## src/rtl/timed_register_write_queue_defines.svh

```systemverilog
// assertion macros for the timed register write queue
`ifndef TIMED_REGISTER_WRITE_QUEUE_DEFINES_SVH
`define TIMED_REGISTER_WRITE_QUEUE_DEFINES_SVH

`ifndef SYNTHESIS
`define TWQ_ASSERT(lbl, prop, msg) \
  lbl: assert property (@(posedge clk_i) disable iff (!rst_ni) (prop)) else $error(msg);
`define TWQ_ASSERT_NEVER(lbl, prop, msg) \
  lbl: assert property (@(posedge clk_i) disable iff (!rst_ni) !(prop)) else $error(msg);
`else
`define TWQ_ASSERT(lbl, prop, msg)
`define TWQ_ASSERT_NEVER(lbl, prop, msg)
`endif

`endif

```

## src/rtl/twq_ram.sv

```systemverilog
module twq_ram #(
  parameter int WIDTH = 8,
  parameter int DEPTH = 16
) (
  input  logic                     clk_i,
  input  logic                     we_i,
  input  logic [$clog2(DEPTH)-1:0] waddr_i,
  input  logic [WIDTH-1:0]         wdata_i,
  input  logic [$clog2(DEPTH)-1:0] raddr_i,
  output logic [WIDTH-1:0]         rdata_o
);

  logic [WIDTH-1:0] mem_q [DEPTH];
  logic [WIDTH-1:0] rdata_q;

  always_ff @(posedge clk_i) begin
    if (we_i) begin
      mem_q[waddr_i] <= wdata_i;
    end
    rdata_q <= mem_q[raddr_i];
  end

  assign rdata_o = rdata_q;

endmodule
```

## config.mk

```make
export PLATFORM = sky130hd
export DESIGN_NAME = twq_ram
export DESIGN_NICKNAME = d
export VERILOG_FILES = /design/src/rtl/timed_register_write_queue_defines.svh /design/src/rtl/twq_ram.sv
export SDC_FILE = /design/constraint.sdc
export NUM_CORES = 1
export LEC_CHECK = 0
export BUFFER_PORTS_ARGS = -buffer_cell sky130_fd_sc_hd__clkbuf_2
export CAP_MARGIN = 30
export CORE_MARGIN = 2
export CORE_UTILIZATION = 57
export CTS_BUF_LIST = sky130_fd_sc_hd__clkbuf_8
export DETAILED_ROUTE_END_ITERATION = 10
export MAX_ROUTING_LAYER = met4
export PLACE_DENSITY = 0.8
export SLEW_MARGIN = 40
export SYNTH_ARGS = -nofsm -noshare
export SYNTH_HDL_FRONTEND = slang
export SYNTH_SLANG_ARGS = --single-unit
```

## constraint.sdc

```tcl
create_clock -name clk_i -period 1.5 [get_ports clk_i]
set_input_delay 0.15 -clock clk_i [delete_from_list [all_inputs] [get_ports clk_i]]
set_output_delay 0.15 -clock clk_i [all_outputs]
set_load 0.01 [all_outputs]
```

==> flow_summary.ini <==
[cts]
clk_latency_ns = 0.42
clk_pin_slew_worst_paths_ns = 0.07
cts_made_buffers = 17
cts_tree = done
clockBufferDepth = 2
postCtsSetupBuffers = 0
cts_resized = 0
clock_sinks = 136
postCtsHoldBufs = 0
root_buffer = clkbuf_8
htree_levels = 4

[run]
drv_cap = 0

[floorplanning]
rows = 34
die_w_microns = 99.0
die_h_microns = 99.0
start_util = 0.590
boundaryPins = 26
die-area_sq_um = 9810
core_sq_um = 8720

[drt]
routedWlPerCell_microns = 23.9
dr.pass1.iters = 4
ant_nets = 0
viasPerCell = 6.07
drt_iter0_markers = 271
vias = 2482
wl_microns = 9760
drc = 0

[sta]
hold_viol = 0
worstMarginPinSlew_ns = 0.747
setup_violations = 0
finalCritPeriodShare = 0.942
post-route-min-period_ns = 1.41
fmax_ghz = 0.708
finClkSkew_ns = 0.00938
grt_setup_unrepaired = no
slew_headroom = 0.501
maxSlewViolCount = 0

[worst_setup_path]
crit_chain = mux4_1 > a22oi_1 > nand2_1
crit_type = reg -> reg
critical_path.startpoint = mem_q[5][1]$_DFFE_PP_
cp.required_ns = 1.81
rrSetupSlack_ns = 0.09
max_stage_delay_ns = 0.56
cp-start-kind = register
worstPathMaxFanout = 1
ff2ff_path_depth = 3
reg2reg_from = mem_q[5][1]$_DFFE_PP_
arrival_ns = 1.72
end_kind = register
cp_slowest_cell = mux4_1

[synth]
yosysWarnings = 0
synth_ff_type = edfxtp_1
synth_largest_area_cell = edfxtp_1
yosysSeqAreaShare = 0.778
async_flop_share = 0
yosysMostFrequentCell = edfxtp_1
synth_top_area_share = 0.747
syn_area_sq_um = 5150
synth_edf_count = 128
ys_types = 19
synthTopCellsByCount = edfxtp_1 (128), mux4_2 (18), a22oi_1 (16)
yosys-top-cells-area = edfxtp_1 (75%), mux4_2 (7.9%), mux4_1 (7.1%)
syn_nets = 247
synth.avg_cell_area_sq_um = 22.5
synth_seq_cells = 136
syn_inst = 229

[cells_and_area]
postLayoutCoreUtil = 0.688
final_layout_size_suffix_gt1_frac = 0.336
nets = 306
area_growth_pct = 16.5
antenna_cells = 0
stdcell_count = 409

[placement]
place_hpwl_microns = 6140
dp_cells = 377
port-buffer-count = 25
finalWeightedCongestion = 0.799

[min_path]
min_path_cells = 1
hold_path_class = in -> reg
min_from = wdata_i[4]

[power]
power_density_nw_per_um2 = 1350
peakVddDrop_mv = 0.790
p_leak_nw = 2.07

[global_route]
grt_pass1_vias = 2546
overflow = 0
grt_pass1_wl_microns = 15000
antenna_found_initial = 0
grt_max_degree = 33
grt_use_total = 0.225

[status]
status = finished clean
==> per-layer routing <==
| layer | routed length (microns) | up-vias | track usage |
|---|---|---|---|
| met5 | 0 | - | - |
| met4 | 95 | 0 | 0.0811 |
| li1 | - | 1090 | - |
| met3 | 768 | 10 | 0.0525 |
| met2 | 5110 | 119 | 0.346 |
| met1 | 3780 | 1263 | 0.302 |
==> layout by cell type, fill, tap and decap left out, types with 2 or more instances in the layout <==
master	instances
edfxtp_1	128
clkbuf_2	25
buf_4	24
clkbuf_8	20
mux4_2	18
a22oi_1	16
mux4_1	14
nor2_1	13
nand2_1	9
dfxtp_1	8
bufinv_16	5
nor3_1	3
nand3b_1	2
nand2b_1	2
clkinv_2	2
clkinvlp_4	2
clkinv_4	2
==> where the power goes <==
| group | total (W) | switching (W) | internal, W | leakage [nW] |
|---|---|---|---|---|
| combinational | 0.000403 | 0.000228 | 0.000175 | 0.611 |
| sequential | 0.00427 | 0.0000247 | 0.00424 | 1.22 |
| clock | 0.00345 | 0.00134 | 0.00211 | 0.232 |
| total | 0.00812 | 0.00159 | 0.00653 | 2.07 |
==> cell families (layout without fill, tap and decap cells) <==
kind of cell    Yosys count  in the layout  synth area share
flops                   136            136             0.778
buf+inv                  10             82            0.0168
compound gates           16             16            0.0233
mux                      32             32             0.150
simple gates             35             35            0.0318
==> layout make-up <==
cell class,instances,area (sq um)
clock inverter,12,196
sequential,136,4000
clock buffer,20,275
fill,515,2720
tap,108,135
timing repair buffer,50,325
multi-input combinational,83,1060
==> worst paths after layout <==
check                          endpoint
setup / recovery     rdata_o[1]$_DFF_P_
setup reg to reg     rdata_o[1]$_DFF_P_
hold reg to reg      rdata_o[4]$_DFF_P_
hold / removal    mem_q[4][4]$_DFFE_PP_
==> registers in the layout, indices dropped and copies added (netlist names) <==
| register | cells |
|---|---|
| mem_q | 128 |
| rdata_o | 8 |
==> worst max-delay path, delay by kind of cell, from the launching register on <==
| family | cells | cell delay, ns |
|---|---|---|
| mux | 1 | 0.56 |
| flops | 1 | 0.38 |
| compound gates | 1 | 0.27 |
| simple gates | 1 | 0.09 |
==> per-stage QoR <==
| stage | hold WS [ns] | power [W] | setup TNS [ns] | area (sq um) | setup slack [ns] |
|---|---|---|---|---|---|
| after floorplan | 0.249 | 0.00457 | 0 | 5150 | 0.0839 |
| after global placement | 0.538 | 0.00474 | -0.121 | 5530 | -0.0359 |
| after detailed placement | 0.536 | 0.00475 | -0.256 | 5530 | -0.109 |
| after CTS | 0.132 | 0.00817 | 0 | 6000 | 0.102 |
| after global routing | 0.168 | 0.00834 | 0 | 6000 | 0.0379 |
| final | 0.155 | 0.00812 | 0 | 6000 | 0.0874 |
(Power assumes the default switching activity.)
